## config.mk

```make
export PLATFORM = sky130hd
export DESIGN_NAME = soil_sensor_reply_and_watering_control_flat
export DESIGN_NICKNAME = d
export VERILOG_FILES = /design/src/sswc_pkg.sv /design/src/sswc_item_if.sv /design/src/sswc_result_if.sv /design/src/sswc_cfg_if.sv /design/src/soil_sensor_reply_and_watering_control.sv /design/src/sswc_front.sv /design/src/sswc_queue.sv /design/src/sswc_back.sv /design/src/flat_wrapper.sv
export VERILOG_INCLUDE_DIRS = /design/src /design/src/src
export SDC_FILE = /design/constraint.sdc
export NUM_CORES = 1
export LEC_CHECK = 0
export ABC_AREA = 1
export BUFFER_PORTS_ARGS = -buffer_cell sky130_fd_sc_hd__buf_2
export CAP_MARGIN = 20
export CORE_UTILIZATION = 60
export DETAILED_ROUTE_END_ITERATION = 16
export GPL_TIMING_DRIVEN = 0
export PLACE_DENSITY_LB_ADDON = 0.15
export SLEW_MARGIN = 10
export SYNTH_ARGS = -nofsm -noshare
export SYNTH_HDL_FRONTEND = slang
export SYNTH_SLANG_ARGS = --single-unit
```

## constraint.sdc

```tcl
create_clock -name clk -period 8.3 [get_ports clk]
set_input_delay 1.66 -clock clk [delete_from_list [all_inputs] [get_ports clk]]
set_output_delay 1.66 -clock clk [all_outputs]
set_load 0.005 [all_outputs]
```

## src/assert_macros.svh

```systemverilog
// ----------------------------------------------------------------------------
// assert_macros.svh
// Concurrent assertion shorthands shared by the soil sensor RTL.
// ----------------------------------------------------------------------------
`ifndef ASSERT_MACROS_SVH
`define ASSERT_MACROS_SVH
`ifndef SYNTHESIS
`define ASSERT_IMP(label, clk, rst, ante, cons) \
  label: assert property (@(posedge clk) disable iff (rst) (ante) |-> (cons)) \
    else $error("assertion failed");
`define ASSERT_NXT(label, clk, rst, ante, cons) \
  label: assert property (@(posedge clk) disable iff (rst) (ante) |=> (cons)) \
    else $error("assertion failed");
`else
`define ASSERT_IMP(label, clk, rst, ante, cons)
`define ASSERT_NXT(label, clk, rst, ante, cons)
`endif
`endif

```

## src/sswc_pkg.sv

```systemverilog
// ----------------------------------------------------------------------------
// sswc_pkg
// Shared types and constants of the soil sensor reply and watering control.
// ----------------------------------------------------------------------------
package sswc_pkg;

  localparam int MAX_FRAME   = 32;
  localparam int QUEUE_DEPTH = 4;

  localparam logic OP_BYTE = 1'b0;
  localparam logic OP_EVAL = 1'b1;

  localparam int CFG_ADDR_W = 2;
  localparam logic [CFG_ADDR_W-1:0] CFG_AUTO_MODE       = 2'd0;
  localparam logic [CFG_ADDR_W-1:0] CFG_START_THRESHOLD = 2'd1;
  localparam logic [CFG_ADDR_W-1:0] CFG_STOP_THRESHOLD  = 2'd2;

  localparam logic [7:0]  START_THR_RESET = 8'd30;
  localparam logic [7:0]  STOP_THR_RESET  = 8'd60;

  localparam logic [15:0] CRC_INIT   = 16'hFFFF;
  localparam logic [15:0] CRC_POLY   = 16'hA001;
  localparam logic [15:0] NEG_LIMIT  = 16'd1000;
  localparam logic [15:0] SIGN_BIT   = 16'h8000;
  localparam logic [15:0] MAG_MASK   = 16'h7FFF;
  localparam logic [15:0] RECIP_10   = 16'd52429;
  localparam int          RECIP_SHIFT = 19;

  localparam logic [5:0]  VALUE_HI_POS = 6'd3;
  localparam logic [5:0]  VALUE_LO_POS = 6'd4;
  localparam logic [5:0]  MIN_FRAME    = 6'd5;
  localparam logic [5:0]  COUNT_SAT    = 6'd63;

  typedef enum logic [1:0] {
    CMD_NONE  = 2'd0,
    CMD_START = 2'd1,
    CMD_STOP  = 2'd2
  } cmd_t;

  typedef struct packed {
    logic       eval;
    logic [7:0] data;
    logic       last;
    logic       humid;
    logic       idle;
  } work_t;

endpackage

```

## src/sswc_item_if.sv

```systemverilog
// ----------------------------------------------------------------------------
// sswc_item_if
// Input channel: reply bytes and evaluate requests.
// ----------------------------------------------------------------------------
interface sswc_item_if;
  logic       valid;
  logic       ready;
  logic       op;
  logic [7:0] rx_byte;
  logic       last_byte;
  logic       reading_kind;
  logic       master_idle;

  modport source (output valid, op, rx_byte, last_byte, reading_kind, master_idle,
                  input ready);
  modport sink   (input valid, op, rx_byte, last_byte, reading_kind, master_idle,
                  output ready);
endinterface

```

## src/sswc_result_if.sv

```systemverilog
// ----------------------------------------------------------------------------
// sswc_result_if
// Output channel: one status word per input word.
// ----------------------------------------------------------------------------
interface sswc_result_if;
  logic       valid;
  logic       ready;
  logic       frame_done;
  logic       crc_ok;
  logic [7:0] humidity_int;
  logic [3:0] humidity_frac;
  logic       temp_negative;
  logic [7:0] temp_int;
  logic [3:0] temp_frac;
  logic [1:0] command;
  logic       watering;

  modport source (output valid, frame_done, crc_ok, humidity_int, humidity_frac,
                  temp_negative, temp_int, temp_frac, command, watering,
                  input ready);
  modport sink   (input valid, frame_done, crc_ok, humidity_int, humidity_frac,
                  temp_negative, temp_int, temp_frac, command, watering,
                  output ready);
endinterface

```

## src/sswc_cfg_if.sv

```systemverilog
// ----------------------------------------------------------------------------
// sswc_cfg_if
// Configuration write channel: register index and write data.
// ----------------------------------------------------------------------------
interface sswc_cfg_if;
  logic       valid;
  logic       ready;
  logic [1:0] addr;
  logic [7:0] data;

  modport source (output valid, addr, data, input ready);
  modport sink   (input valid, addr, data, output ready);
endinterface

```

## src/soil_sensor_reply_and_watering_control.sv

```systemverilog
// ----------------------------------------------------------------------------
// soil_sensor_reply_and_watering_control
// Modbus reply checker with soil reading store and automatic watering control.
//
// item channel: one word per reply byte (op 0) or per evaluate request (op 1).
// cfg channel: writes auto_mode (0), start_threshold (1), stop_threshold (2);
//   always ready; to be written only while no word is in flight, unchecked.
// result channel: exactly one word per item word, in order.
// Path: a taken item passes the input register, the queue slot and the two
//   back stages before its result is valid.
// Throughput: one word per cycle while the result is not stalled; the CRC step,
//   reading store and hysteresis feed the first back stage, scaling the second.
// Stall: a stalled result holds; the first back stage fills and holds, the queue
//   keeps taking words until it fills, then the input register fills and item.ready drops.
// Reset: rst clears the queue, presets the CRC, clears frame state, stored readings,
//   the watering flags, and restores the register defaults.
// ----------------------------------------------------------------------------
module soil_sensor_reply_and_watering_control #(
  parameter int DEPTH = sswc_pkg::QUEUE_DEPTH
) (
  input  logic          clk,
  input  logic          rst,
  sswc_item_if.sink     item,
  sswc_cfg_if.sink      cfg,
  sswc_result_if.source result
);
  import sswc_pkg::*;

  logic  push_valid;
  logic  push_ready;
  work_t push_word;
  logic  pop_valid;
  logic  pop_ready;
  work_t pop_word;

  sswc_front u_front (
    .clk        (clk),
    .rst        (rst),
    .item       (item),
    .push_valid (push_valid),
    .push_ready (push_ready),
    .push_word  (push_word)
  );

  sswc_queue #(
    .DEPTH (DEPTH)
  ) u_queue (
    .clk        (clk),
    .rst        (rst),
    .push_valid (push_valid),
    .push_ready (push_ready),
    .push_word  (push_word),
    .pop_valid  (pop_valid),
    .pop_ready  (pop_ready),
    .pop_word   (pop_word)
  );

  sswc_back u_back (
    .clk       (clk),
    .rst       (rst),
    .pop_valid (pop_valid),
    .pop_ready (pop_ready),
    .pop_word  (pop_word),
    .cfg       (cfg),
    .result    (result)
  );

endmodule

```

## src/sswc_front.sv

```systemverilog
// ----------------------------------------------------------------------------
// sswc_front
// Input register: accepts words, classifies them and pushes them to the queue.
// ----------------------------------------------------------------------------
module sswc_front (
  input  logic             clk,
  input  logic             rst,
  sswc_item_if.sink        item,
  output logic             push_valid,
  input  logic             push_ready,
  output sswc_pkg::work_t  push_word
);
  import sswc_pkg::*;

  logic  full;
  work_t word;
  work_t classified;

  always_comb begin
    classified.eval = (item.op == OP_EVAL);
    if (item.op == OP_EVAL) begin
      classified.data  = 8'h00;
      classified.last  = 1'b0;
      classified.humid = 1'b0;
      classified.idle  = item.master_idle;
    end else begin
      classified.data  = item.rx_byte;
      classified.last  = item.last_byte;
      classified.humid = item.reading_kind;
      classified.idle  = 1'b0;
    end
  end

  assign item.ready = !full || push_ready;
  assign push_valid = full;
  assign push_word  = word;

  always_ff @(posedge clk) begin
    if (rst) begin
      full <= 1'b0;
    end else if (item.ready) begin
      full <= item.valid;
    end
    if (item.ready && item.valid) begin
      word <= classified;
    end
  end

endmodule

```

## src/sswc_queue.sv

```systemverilog
// ----------------------------------------------------------------------------
// sswc_queue
// Short FIFO between the front and the back.
// ----------------------------------------------------------------------------
`include "assert_macros.svh"

module sswc_queue #(
  parameter int DEPTH = sswc_pkg::QUEUE_DEPTH
) (
  input  logic             clk,
  input  logic             rst,
  input  logic             push_valid,
  output logic             push_ready,
  input  sswc_pkg::work_t  push_word,
  output logic             pop_valid,
  input  logic             pop_ready,
  output sswc_pkg::work_t  pop_word
);
  import sswc_pkg::*;

  localparam int PW = (DEPTH > 1) ? $clog2(DEPTH) : 1;
  localparam int CW = $clog2(DEPTH + 1);

  work_t         slots [DEPTH];
  logic [PW-1:0] wptr;
  logic [PW-1:0] rptr;
  logic [CW-1:0] count;
  logic          push;
  logic          pop;

  assign push_ready = (count != CW'(DEPTH));
  assign pop_valid  = (count != '0);
  assign pop_word   = slots[rptr];
  assign push       = push_valid && push_ready;
  assign pop        = pop_valid && pop_ready;

  always_ff @(posedge clk) begin
    if (rst) begin
      wptr  <= '0;
      rptr  <= '0;
      count <= '0;
    end else begin
      if (push) begin
        wptr <= (wptr == PW'(DEPTH - 1)) ? '0 : wptr + 1'b1;
      end
      if (pop) begin
        rptr <= (rptr == PW'(DEPTH - 1)) ? '0 : rptr + 1'b1;
      end
      if (push && !pop) begin
        count <= count + 1'b1;
      end else if (pop && !push) begin
        count <= count - 1'b1;
      end
    end
    if (push) begin
      slots[wptr] <= push_word;
    end
  end

  `ASSERT_IMP(a_count_bound, clk, rst, 1'b1, count <= CW'(DEPTH))
  `ASSERT_NXT(a_count_up, clk, rst, push && !pop, count == $past(count) + 1'b1)

endmodule

```

## src/sswc_back.sv

```systemverilog
// ----------------------------------------------------------------------------
// sswc_back
// Executes queued words: CRC check, reading store, watering hysteresis,
// then scales stored readings into the registered result word.
// ----------------------------------------------------------------------------
`include "assert_macros.svh"

module sswc_back (
  input  logic             clk,
  input  logic             rst,
  input  logic             pop_valid,
  output logic             pop_ready,
  input  sswc_pkg::work_t  pop_word,
  sswc_cfg_if.sink         cfg,
  sswc_result_if.source    result
);
  import sswc_pkg::*;

  typedef struct packed {
    logic        done;
    logic        ok;
    cmd_t        cmd;
    logic        watering;
    logic [15:0] hum_raw;
    logic [15:0] temp_raw;
  } stage_t;

  localparam logic [6:0] FRAME_LIMIT = 7'(MAX_FRAME);

  function automatic logic [15:0] crc_byte(input logic [15:0] crc_in, input logic [7:0] b);
    logic [15:0] c;
    c = crc_in ^ {8'h00, b};
    for (int k = 0; k < 8; k++) begin
      c = c[0] ? ((c >> 1) ^ CRC_POLY) : (c >> 1);
    end
    return c;
  endfunction

  function automatic logic [12:0] div10(input logic [15:0] x);
    logic [31:0] p;
    p = {16'h0000, x} * {16'h0000, RECIP_10};
    return p[31:RECIP_SHIFT];
  endfunction

  // configuration
  logic       auto_mode;
  logic [7:0] start_thr;
  logic [7:0] stop_thr;

  // execution state
  logic [15:0] crc,      crc_next;
  logic [5:0]  count,    count_next;
  logic [7:0]  value_hi, value_hi_next;
  logic [7:0]  value_lo, value_lo_next;
  logic [15:0] hum_raw,  hum_raw_next;
  logic [15:0] temp_raw, temp_raw_next;
  logic        watering, watering_next;
  logic        issued,   issued_next;

  logic        done;
  logic        ok;
  cmd_t        cmd;
  logic [15:0] frame_value;
  logic [12:0] hum_q;
  logic [7:0]  hum_int;

  // pipeline
  stage_t      s1;
  logic        s1_valid;
  logic        o_valid;
  logic        out_open;
  logic        s1_move;
  logic        pop_fire;

  // result scaling
  logic [12:0] rh_q;
  logic [15:0] rh_rem;
  logic [15:0] t_mag;
  logic [12:0] rt_q;
  logic [15:0] rt_rem;

  logic       o_frame_done;
  logic       o_crc_ok;
  logic [7:0] o_hum_int;
  logic [3:0] o_hum_frac;
  logic       o_temp_neg;
  logic [7:0] o_temp_int;
  logic [3:0] o_temp_frac;
  cmd_t       o_cmd;
  logic       o_watering;

  assign cfg.ready = 1'b1;

  always_ff @(posedge clk) begin
    if (rst) begin
      auto_mode <= 1'b0;
      start_thr <= START_THR_RESET;
      stop_thr  <= STOP_THR_RESET;
    end else if (cfg.valid) begin
      case (cfg.addr)
        CFG_AUTO_MODE:       auto_mode <= cfg.data[0];
        CFG_START_THRESHOLD: start_thr <= cfg.data;
        CFG_STOP_THRESHOLD:  stop_thr  <= cfg.data;
        default: begin
        end
      endcase
    end
  end

  assign out_open  = !o_valid || result.ready;
  assign s1_move   = s1_valid && out_open;
  assign pop_ready = !s1_valid || s1_move;
  assign pop_fire  = pop_valid && pop_ready;

  assign hum_q   = div10(hum_raw);
  assign hum_int = hum_q[7:0];

  always_comb begin
    crc_next      = crc;
    count_next    = count;
    value_hi_next = value_hi;
    value_lo_next = value_lo;
    hum_raw_next  = hum_raw;
    temp_raw_next = temp_raw;
    watering_next = watering;
    issued_next   = issued;
    done          = 1'b0;
    ok            = 1'b0;
    cmd           = CMD_NONE;
    frame_value   = {value_hi, value_lo};
    if (pop_fire) begin
      if (pop_word.eval == OP_BYTE) begin
        crc_next = crc_byte(crc, pop_word.data);
        if (count == VALUE_HI_POS) begin
          value_hi_next = pop_word.data;
        end else if (count == VALUE_LO_POS) begin
          value_lo_next = pop_word.data;
        end
        if (count != COUNT_SAT) begin
          count_next = count + 6'd1;
        end
        frame_value = {value_hi_next, value_lo_next};
        if (pop_word.last) begin
          done = 1'b1;
          ok   = (crc_next == 16'h0000) && (count_next >= MIN_FRAME) &&
                 ({1'b0, count_next} <= FRAME_LIMIT);
          if (ok) begin
            if (pop_word.humid) begin
              hum_raw_next = frame_value;
            end else if (frame_value > NEG_LIMIT) begin
              temp_raw_next = (~frame_value + 16'd1) | SIGN_BIT;
            end else begin
              temp_raw_next = frame_value;
            end
          end
          crc_next      = CRC_INIT;
          count_next    = '0;
          value_hi_next = '0;
          value_lo_next = '0;
        end
      end else if (auto_mode) begin
        if (hum_int < start_thr) begin
          watering_next = 1'b1;
          if (!issued) begin
            cmd         = CMD_START;
            issued_next = 1'b1;
          end
        end else if (hum_int >= stop_thr && watering) begin
          watering_next = 1'b0;
          issued_next   = 1'b0;
          cmd           = CMD_STOP;
        end
        if (watering_next && pop_word.idle) begin
          issued_next = 1'b0;
        end
      end
    end
  end

  always_ff @(posedge clk) begin
    if (rst) begin
      crc      <= CRC_INIT;
      count    <= '0;
      value_hi <= '0;
      value_lo <= '0;
      hum_raw  <= '0;
      temp_raw <= '0;
      watering <= 1'b0;
      issued   <= 1'b0;
      s1_valid <= 1'b0;
    end else begin
      crc      <= crc_next;
      count    <= count_next;
      value_hi <= value_hi_next;
      value_lo <= value_lo_next;
      hum_raw  <= hum_raw_next;
      temp_raw <= temp_raw_next;
      watering <= watering_next;
      issued   <= issued_next;
      if (pop_ready) begin
        s1_valid <= pop_valid;
      end
    end
    if (pop_fire) begin
      s1.done     <= done;
      s1.ok       <= ok;
      s1.cmd      <= cmd;
      s1.watering <= watering_next;
      s1.hum_raw  <= hum_raw_next;
      s1.temp_raw <= temp_raw_next;
    end
  end

  assign rh_q   = div10(s1.hum_raw);
  assign rh_rem = s1.hum_raw - (16'({rh_q, 3'b000}) + 16'({rh_q, 1'b0}));
  assign t_mag  = s1.temp_raw & MAG_MASK;
  assign rt_q   = div10(t_mag);
  assign rt_rem = t_mag - (16'({rt_q, 3'b000}) + 16'({rt_q, 1'b0}));

  always_ff @(posedge clk) begin
    if (rst) begin
      o_valid <= 1'b0;
    end else if (out_open) begin
      o_valid <= s1_valid;
    end
    if (s1_move) begin
      o_frame_done <= s1.done;
      o_crc_ok     <= s1.ok;
      o_hum_int    <= rh_q[7:0];
      o_hum_frac   <= rh_rem[3:0];
      o_temp_neg   <= s1.temp_raw[15];
      o_temp_int   <= rt_q[7:0];
      o_temp_frac  <= rt_rem[3:0];
      o_cmd        <= s1.cmd;
      o_watering   <= s1.watering;
    end
  end

  assign result.valid         = o_valid;
  assign result.frame_done    = o_frame_done;
  assign result.crc_ok        = o_crc_ok;
  assign result.humidity_int  = o_hum_int;
  assign result.humidity_frac = o_hum_frac;
  assign result.temp_negative = o_temp_neg;
  assign result.temp_int      = o_temp_int;
  assign result.temp_frac     = o_temp_frac;
  assign result.command       = o_cmd;
  assign result.watering      = o_watering;

  `ASSERT_IMP(a_ok_needs_done, clk, rst, o_valid && o_crc_ok, o_frame_done)
  `ASSERT_IMP(a_cmd_not_on_frame, clk, rst, o_valid && o_cmd != CMD_NONE, !o_frame_done)
  `ASSERT_NXT(a_crc_holds_idle, clk, rst, !pop_fire, crc == $past(crc))

endmodule
```

## src/flat_wrapper.sv

```systemverilog
// flat-port wrapper written by rule: the top's interface ports become plain ports
module soil_sensor_reply_and_watering_control_flat import sswc_pkg::*;
#(
  parameter int DEPTH = sswc_pkg::QUEUE_DEPTH
)
  (clk, rst, item_valid, item_op, item_rx_byte, item_last_byte, item_reading_kind, item_master_idle, item_ready, cfg_valid, cfg_addr, cfg_data, cfg_ready, result_valid, result_frame_done, result_crc_ok, result_humidity_int, result_humidity_frac, result_temp_negative, result_temp_int, result_temp_frac, result_command, result_watering, result_ready);
  sswc_item_if item_i ();
  sswc_cfg_if cfg_i ();
  sswc_result_if result_i ();
  input  logic clk;
  input  logic rst;
  input wire logic [$bits(item_i.valid)-1:0] item_valid;
  input wire logic [$bits(item_i.op)-1:0] item_op;
  input wire logic [$bits(item_i.rx_byte)-1:0] item_rx_byte;
  input wire logic [$bits(item_i.last_byte)-1:0] item_last_byte;
  input wire logic [$bits(item_i.reading_kind)-1:0] item_reading_kind;
  input wire logic [$bits(item_i.master_idle)-1:0] item_master_idle;
  output wire logic [$bits(item_i.ready)-1:0] item_ready;
  input wire logic [$bits(cfg_i.valid)-1:0] cfg_valid;
  input wire logic [$bits(cfg_i.addr)-1:0] cfg_addr;
  input wire logic [$bits(cfg_i.data)-1:0] cfg_data;
  output wire logic [$bits(cfg_i.ready)-1:0] cfg_ready;
  output wire logic [$bits(result_i.valid)-1:0] result_valid;
  output wire logic [$bits(result_i.frame_done)-1:0] result_frame_done;
  output wire logic [$bits(result_i.crc_ok)-1:0] result_crc_ok;
  output wire logic [$bits(result_i.humidity_int)-1:0] result_humidity_int;
  output wire logic [$bits(result_i.humidity_frac)-1:0] result_humidity_frac;
  output wire logic [$bits(result_i.temp_negative)-1:0] result_temp_negative;
  output wire logic [$bits(result_i.temp_int)-1:0] result_temp_int;
  output wire logic [$bits(result_i.temp_frac)-1:0] result_temp_frac;
  output wire logic [$bits(result_i.command)-1:0] result_command;
  output wire logic [$bits(result_i.watering)-1:0] result_watering;
  input wire logic [$bits(result_i.ready)-1:0] result_ready;
  assign item_i.valid = item_valid;
  assign item_i.op = item_op;
  assign item_i.rx_byte = item_rx_byte;
  assign item_i.last_byte = item_last_byte;
  assign item_i.reading_kind = item_reading_kind;
  assign item_i.master_idle = item_master_idle;
  assign item_ready = item_i.ready;
  assign cfg_i.valid = cfg_valid;
  assign cfg_i.addr = cfg_addr;
  assign cfg_i.data = cfg_data;
  assign cfg_ready = cfg_i.ready;
  assign result_valid = result_i.valid;
  assign result_frame_done = result_i.frame_done;
  assign result_crc_ok = result_i.crc_ok;
  assign result_humidity_int = result_i.humidity_int;
  assign result_humidity_frac = result_i.humidity_frac;
  assign result_temp_negative = result_i.temp_negative;
  assign result_temp_int = result_i.temp_int;
  assign result_temp_frac = result_i.temp_frac;
  assign result_command = result_i.command;
  assign result_watering = result_i.watering;
  assign result_i.ready = result_ready;
  soil_sensor_reply_and_watering_control #(.DEPTH(DEPTH)) u_core (.clk(clk), .rst(rst), .item(item_i), .cfg(cfg_i), .result(result_i));
endmodule
```

==> metrics.txt <==
hold crit path type=reg2reg; slew margin rel.=33.4%; crit end category=flop; commonest non-fill, non-tap cell in the layout=inv_1; actual slew at the worst max-slew pin=between 0.9 and 1 ns; MaxCap Viol Count=0; Post-Synthesis Cells=between 2000 and 2500; DRT antenna net count=0; top_reg_cell synth=edfxtp_1; Die Span X=about 190 microns; hold buffers post-CTS=0; vias per cell=approximately 5.2; Ant. Diodes=0; RSZ-0062 raised after global routing=no; WP buf/inv=4; Synth-to-Final Area Change=8.16%; TritonCTS clock tree=built; Worst Setup SP=u_core.u_back.hum_raw[5]; NumNets Final=between 3000 and 4000; CTS Sinks=228; DR vias=between 15000 and 20000; startpoint types=flop; share of cells above drive strength 1=under 10%; synth unique cells=58; Routed WL per cell=around 15 microns; DPL Wire Length=37.5 mm; die height=192 microns; H-tree Lvls=1; Synth async-reset ratio=0%; Final GP Congestion=between 0.9 and 1; std cell rows=69; die area=~0.037 sq mm; commonest cells after routing, fill and taps aside=inv_1 (612), ha_1 (330), nand2_1 (327); count of final max-slew check failures=0; CP delay by family, top=adder cells; core area=around 0.036 sq mm; vias in the first global route=approximately 16000; final setup fails=0; final wirelength=between 40 and 50 mm; FF-to-FF path depth=26; clock latency on the worst-skew pair=between 0.5 and 0.6 ns; clock skew=0.0206 ns; Post-synth EDFFs=~130; critical path class=reg2reg; Max FO, Critical Path=7; Initial DRC Count=between 700 and 800; I/O pins=60; outcome=finished clean; RR Endpoint=u_core.u_back.s1[32]; Yosys reg bits=about 230; Post-route DRC=0; clock-pin slew on the worst setup and hold paths=roughly 0.06 ns; post-synthesis sequential area ratio=between 20% and 30%; global route total overflow=0; buffer depth of the longest clock path=3; Hold Violations, Final=0; first-pass GRT wire length=roughly 76 mm; clock buffer count from CTS=26; CP Data Required Time=8.62 ns; root buf cell=clkbuf_16; Post-Syn Nets=2943; initial antenna violation count=0; reg2reg start=u_core.u_back.hum_raw[5]; r2r setup slk=between 1 and 1.5 ns; Starting Density=between 60% and 70%; WP depth=26; number of port buffers=between 50 and 60; gr usage total=about a quarter; syn avg cell area=between 9 and 10 sq um; Fmax=between 100 and 150 MHz; Worst setup endpoint=u_core.u_back.s1[32]; final period utilization=85.1%; delay of the slowest critical-path stage=slightly below 0.6 ns; min Tclk post-route=~7.1 ns; Worst Path Arrival=approximately 7.4 ns; Final TNS setup=0 ns; largest net degree at the start of global routing=38; Yosys warnings=0; Slowest-stage cell, CP=nor4_1; postcts setup bufs=0; Mapped Area=~0.022 sq mm; Initial DRT Pass Iterations=6; post-CTS sizing=0
## state kept, by name, summed over array words and instances, names as in the netlist, 4 cells and up, named ones only
signal	flops
u_core.u_queue.slots	48
u_core.u_back.s1	37
u_core.u_back.crc	16
u_core.u_back.hum_raw	16
u_core.u_back.temp_raw	16
u_core.u_front.push_word	12
u_core.u_back.result.humidity_int	8
u_core.u_back.result.temp_int	8
u_core.u_back.start_thr	8
u_core.u_back.stop_thr	8
u_core.u_back.value_hi	8
u_core.u_back.value_lo	8
u_core.u_back.count	6
u_core.u_back.result.humidity_frac	4
u_core.u_back.result.temp_frac	4
## cell type report
class	count	area, sq um
multi-input cells	1485	13300
fillers	2959	12200
flip-flops and latches	228	5840
inverters	625	2350
clock buffers	33	677
well taps	461	577
repair buffers	64	370
plain buffers	32	168
clock inverters	15	131
## cell usage after synthesis (9+ instances only)
cell,count,area share (%)
a21oi_1,114,2.6
edfxtp_1,127,18
dfxtp_1,101,9.3
o21ai_0,52,1.2
xnor2_1,30,1.2
xor2_1,49,2.0
nor2_1,128,2.2
o211ai_1,9,0.31
nand4_1,18,0.52
o21ai_1,40,0.93
nand3_1,46,1.1
nand2_1,327,5.7
ha_1,330,19
o22ai_1,9,0.26
inv_2,9,0.16
clkbuf_1,15,0.26
nor3_1,17,0.39
inv_1,613,11
fa_1,216,20
## metal layers
metal | share of wire [%] | routed length [microns] | GRT usage, %
met2 | 50 | 22400 | 46.7
met1 | 44 | 19600 | 33.2
met3 | 4.3 | 1930 | 3.51
met4 | 2.4 | 1100 | 6.23
met5 | 0 | 0 | 0
## through the flow
step           hold slack (ns)  instance area (sq um)  utilization (%)  setup WS [ns]  std cells
6_report                 0.421                  23400             65.8           1.24       2943
5_1_grt                  0.453                  23400             65.8          0.795       2943
4_1_cts                  0.422                  23400             65.7           1.20       2938
3_5_place_dp             0.409                  22600             63.4           1.25       2890
3_3_place_gp             0.406                  22500             63.3           1.24       2888
2_1_floorplan            0.400                  21600                -           2.37       2370
## logic make-up (layout without fill, tap and decap cells)
family	count (synthesis)	in the layout	share of synthesized area, %
AO/OA/AOI/OAI	280	280	7.36
adder cells (fa/ha/maj)	546	546	39.1
AND/OR/NAND/NOR	573	573	11.3
buffers and inverters	657	769	11.6
other	1	1	0.0173
XOR/XNOR	85	85	3.65
flip-flops	228	228	27.0
## worst min path at each step
| stage | startpoint | end | depth (start not counted) |
|---|---|---|---|
| after global placement | u_core.u_back.s1[33] | u_core.u_back.result.command[0] | 0 |
| after global routing | u_core.u_back.s1[33] | u_core.u_back.result.command[0] | 0 |
| after CTS | u_core.u_back.s1[33] | u_core.u_back.result.command[0] | 0 |
| final | u_core.u_back.s1[33] | u_core.u_back.result.command[0] | 0 |
| after detailed placement | u_core.u_back.s1[34] | u_core.u_back.result.command[1] | 0 |
| after floorplan | u_core.u_back.s1[33] | u_core.u_back.result.command[0] | 0 |
Power is not shown: default switching activity piles up to over one toggle a cycle in this logic, so the estimate is an artifact.
